<file path="src/mrqs_pkg.sv">
`timescale 1ns / 1ps
`default_nettype none
package mrqs_pkg;

	localparam int TABLE_DEPTH = 16;
	localparam int IDX_W = $clog2(TABLE_DEPTH);
	localparam int CNT_W = $clog2(TABLE_DEPTH + 1);
	localparam int WAIT_W = 16;
	localparam int DIV_W = $clog2(WAIT_W);

	localparam logic [2:0] CMD_INSERT = 3'd0;
	localparam logic [2:0] CMD_DISPATCH = 3'd1;
	localparam logic [2:0] CMD_TICK = 3'd2;
	localparam logic [2:0] CMD_AGE = 3'd3;
	localparam logic [2:0] CMD_PREEMPT = 3'd4;

	localparam logic [1:0] ST_OK = 2'd0;
	localparam logic [1:0] ST_FULL = 2'd1;
	localparam logic [1:0] ST_EMPTY = 2'd2;

	localparam logic [2:0] CFG_THRESHOLD = 3'd0;
	localparam logic [2:0] CFG_STEP = 3'd1;
	localparam logic [2:0] CFG_CEILING = 3'd2;
	localparam logic [2:0] CFG_MID_FLOOR = 3'd3;
	localparam logic [2:0] CFG_TOP_FLOOR = 3'd4;

	localparam logic [1:0] LVL_NONE = 2'd0;
	localparam logic [1:0] LVL_TOP = 2'd1;
	localparam logic [1:0] LVL_MID = 2'd2;
	localparam logic [1:0] LVL_LOW = 2'd3;

	typedef struct packed {
		logic [7:0]        id;
		logic [7:0]        pri;
		logic [1:0]        lvl;
		logic [15:0]       rem;
		logic [WAIT_W-1:0] wtime;
	} entry_t;

	typedef enum logic [2:0] {
		DP_NONE,
		DP_LOAD,
		DP_EXEC,
		DP_AGE_LOAD,
		DP_DIV,
		DP_MUL,
		DP_AGE_WR,
		DP_SORT
	} dp_op_t;

	typedef struct packed {
		dp_op_t           op;
		logic [IDX_W-1:0] idx;
		logic             phase;
	} ctl_t;

	typedef struct packed {
		logic [CNT_W-1:0] cnt;
		logic             age_hit;
	} sts_t;

	function automatic logic [1:0] level_of(input logic [7:0] p, input logic [7:0] mid,
			input logic [7:0] top);
		logic [1:0] l;
		if (p < mid) l = LVL_LOW;
		else if (p < top) l = LVL_MID;
		else l = LVL_TOP;
		return l;
	endfunction

	// strict ordering, ties keep arrival order
	function automatic logic goes_before(input entry_t a, input entry_t b);
		logic r;
		if (a.lvl != b.lvl) r = a.lvl < b.lvl;
		else if (a.lvl == LVL_TOP) r = a.rem < b.rem;
		else if (a.lvl == LVL_MID) r = a.pri < b.pri;
		else r = 1'b0;
		return r;
	endfunction

endpackage
`default_nettype wire

</file>
<file path="src/mrqs_ctrl.sv">
`timescale 1ns / 1ps
`default_nettype none
module mrqs_ctrl (
	input  wire logic           clk,
	input  wire logic           arst_n,
	input  wire logic           start,
	input  wire logic [2:0]     cmd,
	input  wire mrqs_pkg::sts_t sts,
	output mrqs_pkg::ctl_t      ctl,
	output logic                busy,
	output logic                done
);

	typedef enum logic [6:0] {
		S_IDLE    = 7'b0000001,
		S_EXEC    = 7'b0000010,
		S_AGE_LD  = 7'b0000100,
		S_AGE_DIV = 7'b0001000,
		S_AGE_MUL = 7'b0010000,
		S_AGE_WR  = 7'b0100000,
		S_SORT    = 7'b1000000
	} state_t;

	state_t                              state_q;
	logic [2:0]                          cmd_q;
	logic [mrqs_pkg::CNT_W-1:0]          idx_q;
	logic [mrqs_pkg::DIV_W-1:0]          div_q;
	logic [mrqs_pkg::IDX_W-1:0]          pass_q;
	logic                                done_q;

	always_comb begin
		ctl.op = mrqs_pkg::DP_NONE;
		ctl.idx = idx_q[mrqs_pkg::IDX_W-1:0];
		ctl.phase = pass_q[0];
		case (state_q)
			S_IDLE: if (start) ctl.op = mrqs_pkg::DP_LOAD;
			S_EXEC: ctl.op = mrqs_pkg::DP_EXEC;
			S_AGE_LD: ctl.op = mrqs_pkg::DP_AGE_LOAD;
			S_AGE_DIV: if (sts.age_hit) ctl.op = mrqs_pkg::DP_DIV;
			S_AGE_MUL: ctl.op = mrqs_pkg::DP_MUL;
			S_AGE_WR: ctl.op = mrqs_pkg::DP_AGE_WR;
			S_SORT: ctl.op = mrqs_pkg::DP_SORT;
			default: ctl.op = mrqs_pkg::DP_NONE;
		endcase
	end

	always_ff @(posedge clk or negedge arst_n) begin
		if (!arst_n) begin
			state_q <= S_IDLE;
			cmd_q <= mrqs_pkg::CMD_INSERT;
			idx_q <= '0;
			div_q <= '0;
			pass_q <= '0;
			done_q <= 1'b0;
		end else begin
			done_q <= 1'b0;
			case (state_q)
				S_IDLE: begin
					if (start) begin
						cmd_q <= cmd;
						state_q <= S_EXEC;
					end
				end
				S_EXEC: begin
					idx_q <= '0;
					pass_q <= '0;
					if (cmd_q == mrqs_pkg::CMD_AGE) begin
						if (sts.cnt == '0) state_q <= S_SORT;
						else state_q <= S_AGE_LD;
					end else begin
						done_q <= 1'b1;
						state_q <= S_IDLE;
					end
				end
				S_AGE_LD: begin
					div_q <= '0;
					state_q <= S_AGE_DIV;
				end
				S_AGE_DIV: begin
					// entries at or below the threshold skip the divider
					if (!sts.age_hit) begin
						state_q <= S_AGE_WR;
					end else begin
						div_q <= div_q + 1'b1;
						if (div_q == mrqs_pkg::DIV_W'(mrqs_pkg::WAIT_W - 1))
							state_q <= S_AGE_MUL;
					end
				end
				S_AGE_MUL: state_q <= S_AGE_WR;
				S_AGE_WR: begin
					idx_q <= idx_q + 1'b1;
					if (mrqs_pkg::CNT_W'(idx_q + 1'b1) == sts.cnt) state_q <= S_SORT;
					else state_q <= S_AGE_LD;
				end
				S_SORT: begin
					pass_q <= pass_q + 1'b1;
					if (pass_q == mrqs_pkg::IDX_W'(mrqs_pkg::TABLE_DEPTH - 1)) begin
						done_q <= 1'b1;
						state_q <= S_IDLE;
					end
				end
				default: state_q <= S_IDLE;
			endcase
		end
	end

	assign busy = (state_q != S_IDLE);
	assign done = done_q;

endmodule
`default_nettype wire

</file>
<file path="config.mk">
export PLATFORM = sky130hd
export DESIGN_NAME = mrqs_ctrl
export DESIGN_NICKNAME = d
export VERILOG_FILES = /design/src/mrqs_pkg.sv /design/src/mrqs_ctrl.sv
export SDC_FILE = /design/constraint.sdc
export NUM_CORES = 1
export LEC_CHECK = 0
export BUFFER_PORTS_ARGS = -buffer_cell sky130_fd_sc_hd__buf_2
export CAP_MARGIN = 5
export CORE_ASPECT_RATIO = 1.4
export CORE_MARGIN = 3
export CORE_UTILIZATION = 50
export DETAILED_ROUTE_END_ITERATION = 8
export PLACE_DENSITY = 0.72
export SYNTH_ARGS = -nofsm -noshare
export SYNTH_HDL_FRONTEND = slang
export SYNTH_SLANG_ARGS = --single-unit
</file>
<file path="constraint.sdc">
create_clock -name clk -period 1.4 [get_ports clk]
set_input_delay 0.14 -clock clk [delete_from_list [all_inputs] [get_ports clk]]
set_output_delay 0.14 -clock clk [all_outputs]
set_load 0.01 [all_outputs]
</file>
==> results of run 1 <==
-- stage by stage --
stage / TNS [ns] / hold slack (ns) / area [µm²]
finish: -4.766 / 0.02562 / 2286
global route: -6.360 / 0.01460 / 2286
CTS: -2.627 / 0.02502 / 2098
detailed placement: -1.264 / 0.1528 / 1814
global placement: -0.5668 / 0.1452 / 1814
floorplan: -0.1712 / -0.1556 / 1514
-- power by group --
group,internal (µW),switching [µW]
logic,682,556
registers,790,79.7
clock network,160,224
total,1630,860
-- per-layer routing --
| layer | part of all wire [%] | vias to the layer above |
|---|---|---|
| met5 | 0 | - |
| met4 | 4.3 | 0 |
| met3 | 4.3 | 23 |
| met2 | 54 | 62 |
| met1 | 37 | 736 |
| li1 | - | 659 |
-- worst min-delay path by stage --
stage,startpoint,endpoint,slack (ns),depth (start not counted)
after CTS,cmd[1],cmd_q[1],0.03,2
after global placement,arst_n,idx_q[0],0.15,1
after global routing,cmd[1],cmd_q[1],0.01,2
final,cmd[1],cmd_q[1],0.03,2
after detailed placement,arst_n,idx_q[0],0.15,1
after floorplan,arst_n,cmd_q[0],-0.16,0
-- cell usage in the layout, fill, tap and decap left out, types with 2 or more instances in the layout --
cell type,count
nand2_1,7
and3_4,2
o21bai_1,2
nor3b_1,2
nand2_2,2
nand4_1,2
mux2_2,3
buf_6,19
nand3_1,7
ha_1,2
clkbuf_4,3
o211ai_1,2
nand3_2,6
o21ai_0,3
nor2b_1,2
nor2_1,8
xor2_1,8
inv_1,2
nor3_4,2
dfrtp_1,17
xnor2_2,2
and3_1,2
a21o_1,2
buf_2,19
nor3_1,2
o21ai_1,7
buf_4,35
nand3_4,2
dfrtp_2,6
xnor2_1,4
-- synthesized netlist by cell type (3+ instances only) --
| cell type | number | area, µm² |
|---|---|---|
| dfrtp_1 | 23 | 575.6 |
| nand3_1 | 15 | 75.07 |
| o21ai_0 | 11 | 55.05 |
| nor2_1 | 10 | 37.54 |
| xor2_1 | 10 | 87.58 |
| nand2_1 | 9 | 33.78 |
| xnor2_1 | 6 | 52.55 |
| buf_4 | 5 | 37.54 |
| buf_2 | 4 | 20.02 |
| and3_1 | 3 | 18.77 |
| ha_1 | 3 | 37.54 |
| mux2_2 | 3 | 33.78 |
| nor2b_1 | 3 | 18.77 |
| nor3_1 | 3 | 15.01 |
| nor3b_1 | 3 | 22.52 |
-- timing repair --
item / 4_1_cts / 5_1_grt
pin swaps: 15 / 13
hold endpoints to repair: 23 / 0
cloned: 0 / 0
endpoints found under the setup margin: 21 / 25
buffers inserted: 11 / 11
hold buffers: 1 / 0
resized for setup: 43 / 23
-- layout make-up --
class | count | area (µm²) | share of cell area [%]
Clock buffer | 4 | 36.28 | 1.587
Inverter | 2 | 7.507 | 0.3284
Multi-Input combinational cell | 111 | 1006 | 44.01
Sequential cell | 24 | 609.3 | 26.66
Tap cell | 36 | 45.04 | 1.970
Timing Repair Buffer | 74 | 581.8 | 25.45
-- state kept, by name, summed over array words and instances (netlist names) --
name and cells:
done 1, pass_q 4, state_q 7, cmd_q 3, div_q 4, idx_q 5
-- cells by family (layout without fill, tap and decap cells) --
family / after synthesis / after routing / share of synthesized area, %
buffers and inverters: 13 / 80 / 5.424
xor gates and xnor gates: 17 / 17 / 11.02
AOI/OAI and AO/OA: 25 / 25 / 10.68
DFF: 24 / 24 / 40.76
muxes: 4 / 4 / 2.966
and+or+nand+nor: 62 / 62 / 26.61
adders and majority gates: 3 / 3 / 2.543
-- worst reg2reg max path, cell delays in order, from the launching register on --
cell,delay [ns]
dfrtp_2,0.48
buf_6,0.14
nor3_4,0.20
buf_4,0.15
buf_6,0.11
buf_6,0.09
buf_6,0.08
o211ai_1,0.12
a211oi_2,0.28
==> results.toml, run 1 <==
[critical_path]
end_kind = "output pin"
r2r_start = "state_q[4]"
slowest_stage = "dfrtp_2"
endpoint = "ctl[7]"
ff2ff_path_depth = 8
crit_required_ns = 1.26
path_max_fanout = 7
cp_num_buf_inv = 2
cp_num_cells = 6
crit_chain = "buf_6 > xnor2_2 > nor2_1 > a21oi_2 > o31ai_2 > buf_2"
crit_path_max_incr_delay_ns = 0.46
crit_start = "state_q[6]"
path_delay_family = "flip-flops"
path_class = "reg -> out"
r2r_slack_ns = -0.32
arrival_ns = 1.70
r2r-end = "state_q[0]"
critPathLaunchType = "flip-flop"

[grt]
grtUsageMet2_pct = 45.17
busiest_layer = "met2"
grt_pass1_wl_mm = 6.561
grt-ovfl-total = 0
grt_max_degree = 25
grt_pass1_vias = 1377
grt_use_total_pct = 24.68
antenna_found_initial = 0
use_met3_pct = 4.264
use_met1_pct = 25.99

[floorplanning]
dieArea_um2 = 3650
core-area_um2 = 2725
dieHeight_um = 70.30
floorplan.rows = 22
ios = 22
floorplan.initialDensity_pct = 54.18
die_w_um = 51.93

[timing]
period_share_pct = 131.6
grt_setup_unrepaired = "true"
fmax_mhz = 542.9
skew_ns = 0.008366
slew_headroom_pct = 62.81
slew_violations = 0
finalWorstSetupSlack_ns = -0.4421
period_needed_ns = 1.842
finalHoldViolCount = 0
worst_pin_slew_ns = 0.5578
setup_viol = 26

[route]
viasPerCell = 5.896
wl_mm = 4.865
drc = 0
avgRoutedWirePerCell_um = 19.38
firstDrtPassIters = 4
drtAntennaViolNets = 0
vias = 1480
drt_iter0_drc = 52

[clock_tree]
clk_pin_slew_ns = 0.12
cts_root_buf = "clkbuf_4"
clk_latency_ns = 0.34
clockBufferDepth = 2
cts_sinks = 24
tritoncts = "built"
cts_buffers = 3
h-tree-depth = 1

[placed_design]
pre_cts_ws_ns = -0.1556
place.gp.congestion = 0.8455
numPortBuffers = 21
hpwl_mm = 2.625
place_inst = 224

[hold_path]
holdCritPathClass = "in -> reg"

[cells_and_area]
fin_cells = 251
drive_gt1_share_pct = 57.21
syn_to_final_growth_pct = 54.83
diodes = 0
fillers = 126
num-nets-final = 231
finish.utilization_pct = 83.88

[outcome]
status = "complete, but fails checks"
violations = "negative setup slack"

[yosys]
ys.flop_type = "dfrtp_1"
yosysWarnings = 0
syn-num-nets = 163
synth.avg_cell_area_um2 = 9.976
seq_area_frac_synth_pct = 40.76
synthCells = 148
synth_edf_count = 0
yosysUniqueCellTypes = 45
async_flop_share_pct = 100.0
synth-seq-cells = 24
syn_area_um2 = 1476

[power_and_ir_drop]
p_leak_uw = 0.001108
irDropWorstVdd_mv = 1.214
power_density_nw_per_um2 = 1090
totalPowerFinal_uw = 2492

[flow_run]
drv_cap = 0
Power figures use the tool's default switching activity.
==> run 2, diff against run 1 <==
--- a/config.mk
+++ b/config.mk
@@ -9,9 +9,10 @@
 export CAP_MARGIN = 5
 export CORE_ASPECT_RATIO = 1.4
 export CORE_MARGIN = 3
-export CORE_UTILIZATION = 50
+export CORE_UTILIZATION = 53
+export CTS_BUF_LIST = sky130_fd_sc_hd__clkbuf_2 sky130_fd_sc_hd__clkbuf_4 sky130_fd_sc_hd__clkbuf_8
 export DETAILED_ROUTE_END_ITERATION = 8
-export PLACE_DENSITY = 0.72
+export PLACE_DENSITY = 0.76
 export SYNTH_ARGS = -nofsm -noshare
 export SYNTH_HDL_FRONTEND = slang
 export SYNTH_SLANG_ARGS = --single-unit
==> results.toml, run 2 (synthesis results as in run 1) <==
[grt]
grt_pass1_vias = 1467
grt_max_degree = 25
grt-ovfl-total = 0
grt_pass1_wl_mm = 6.741
antenna_found_initial = 0
grt_use_total_pct = 26.98

[power_and_ir_drop]
irDropWorstVdd_mv = 0.9825
totalPowerFinal_uw = 2516
p_leak_uw = 0.001122
power_density_nw_per_um2 = 1097

[floorplanning]
die_w_um = 50.61
dieArea_um2 = 3464
floorplan.initialDensity_pct = 55.87
core-area_um2 = 2643
floorplan.rows = 22
ios = 22
dieHeight_um = 68.45

[critical_path]
end_kind = "output pin"
path_max_fanout = 4
r2r-end = "cmd_q[1]"
r2r_start = "state_q[6]"
path_class = "reg -> out"
critPathLaunchType = "flip-flop"
r2r_slack_ns = -0.28
arrival_ns = 1.66
crit_required_ns = 1.26
ff2ff_path_depth = 5

[timing]
worst_pin_slew_ns = 0.5576
slew_headroom_pct = 62.82
period_needed_ns = 1.804
slew_violations = 0
fmax_mhz = 554.3
setup_viol = 25
skew_ns = 0.001820
tns_ns = -4.792
finalHoldViolCount = 0
grt_setup_unrepaired = "true"
period_share_pct = 128.9
finalWorstSetupSlack_ns = -0.4042

[cells_and_area]
num-nets-final = 222
mostFrequentLayoutCells = "25 x buf_4, 20 x buf_6, 19 x buf_2, 17 x dfrtp_1, 10 x xor2_1"
mostFrequentLayoutCell = "buf_4"
diodes = 0
top_register = "state_q"
reg_top3 = "state_q: 7 flops, idx_q: 5 flops"
drive_gt1_share_pct = 61.65
finish.utilization_pct = 86.79
syn_to_final_growth_pct = 55.34
largest_reg_flops = 7

[placed_design]
pre_cts_ws_ns = -0.1016
numPortBuffers = 21
hpwl_mm = 2.620
place.gp.congestion = 0.8345

[route]
drc = 0
drt_iter0_drc = 76
avgRoutedWirePerCell_um = 21.08
viasPerCell = 6.132
drtAntennaViolNets = 0
vias = 1484
firstDrtPassIters = 4
wl_mm = 5.101

[clock_tree]
clk_pin_slew_ns = 0.13
cts_sinks = 24
cts_root_buf = "clkbuf_4"
cts_buffers = 3
h-tree-depth = 1
clk_latency_ns = 0.33
tritoncts = "built"
clockBufferDepth = 2

[outcome]
status = "complete, but fails checks"
violations = "negative setup slack"

[hold_path]
holdCritPathClass = "in -> reg"
min_from = "cmd[0]"
min_to = "cmd_q[0]"
hold_path_depth = 2

[flow_run]
drv_cap = 0
run 2: cell types whose count changed in the layout (fill, tap and decap cells not counted), moves of 2 or more:
cell | previous run | this run
nand2_1 | 7 | 3
o21ai_2 | 1 | 5
nand2_4 | 0 | 3
xnor2_2 | 2 | 4
nand3_1 | 7 | 5
buf_4 | 35 | 25
o21ai_1 | 7 | 3
xor2_1 | 8 | 10
xnor2_1 | 4 | 2
run 2: report_power, final:
part	leakage [µW]	total, µW	internal (µW)	switching, µW
sequential	0.000314	880	790	89.9
combinational	0.000787	1260	661	598
clock	0.0000210	376	159	217
total	0.00112	2520	1610	905
run 2: area by class of cell:
type,instances,area (µm²)
clock buffers,4,36.28
fillers,134,349.1
inverters,2,7.507
multi-input cells,111,1077
flip-flops and latches,24,609.3
well taps,36,45.04
repair buffers,65,518.0
run 2: worst max-delay path: stages, from the launching register on:
cell	delay [ns]
dfrtp_2	0.51
buf_6	0.16
nor3_4	0.20
nand4_1	0.21
o31ai_2	0.10
buf_2	0.16
run 2: metal layers:
layer / wire length, µm / up-vias / track usage, %
met5: 0 / - / 0
li1: - / 640 / -
met2: 2811 / 77 / 51.31
met3: 239 / 24 / 3.268
met4: 238 / 0 / 16.50
met1: 1812 / 743 / 27.98
run 2: worst max-delay path by stage:
stage | cells after the start | to | startpoint | slack (ns)
3_3_place_gp | 4 | state_q[6] | state_q[1] | -0.07
5_1_grt | 5 | ctl[5] | state_q[6] | -0.48
4_1_cts | 6 | ctl[7] | state_q[6] | -0.31
3_5_place_dp | 3 | cmd_q[1] | state_q[0] | -0.10
2_1_floorplan | 5 | idx_q[2] | state_q[6] | -0.09
6_report | 5 | ctl[5] | state_q[6] | -0.40
run 2: stage by stage:
step / std cells / hold slack, ns / area, µm²
2_1_floorplan: 148 / -0.1556 / 1514
3_3_place_gp: 218 / 0.1441 / 1769
3_5_place_dp: 218 / 0.1522 / 1769
4_1_cts: 237 / 0.03581 / 2101
5_1_grt: 242 / 0.03187 / 2293
6_report: 242 / 0.04078 / 2293
run 2: what timing repair did:
| action | in CTS | in global routing |
|---|---|---|
| gates resized for setup | 47 | 40 |
| buffers inserted | 15 | 8 |
| endpoints found under the setup margin | 24 | 25 |
| hold buffers | 1 | 0 |
| pin swaps | 18 | 18 |
| hold endpoints to repair | 23 | 0 |
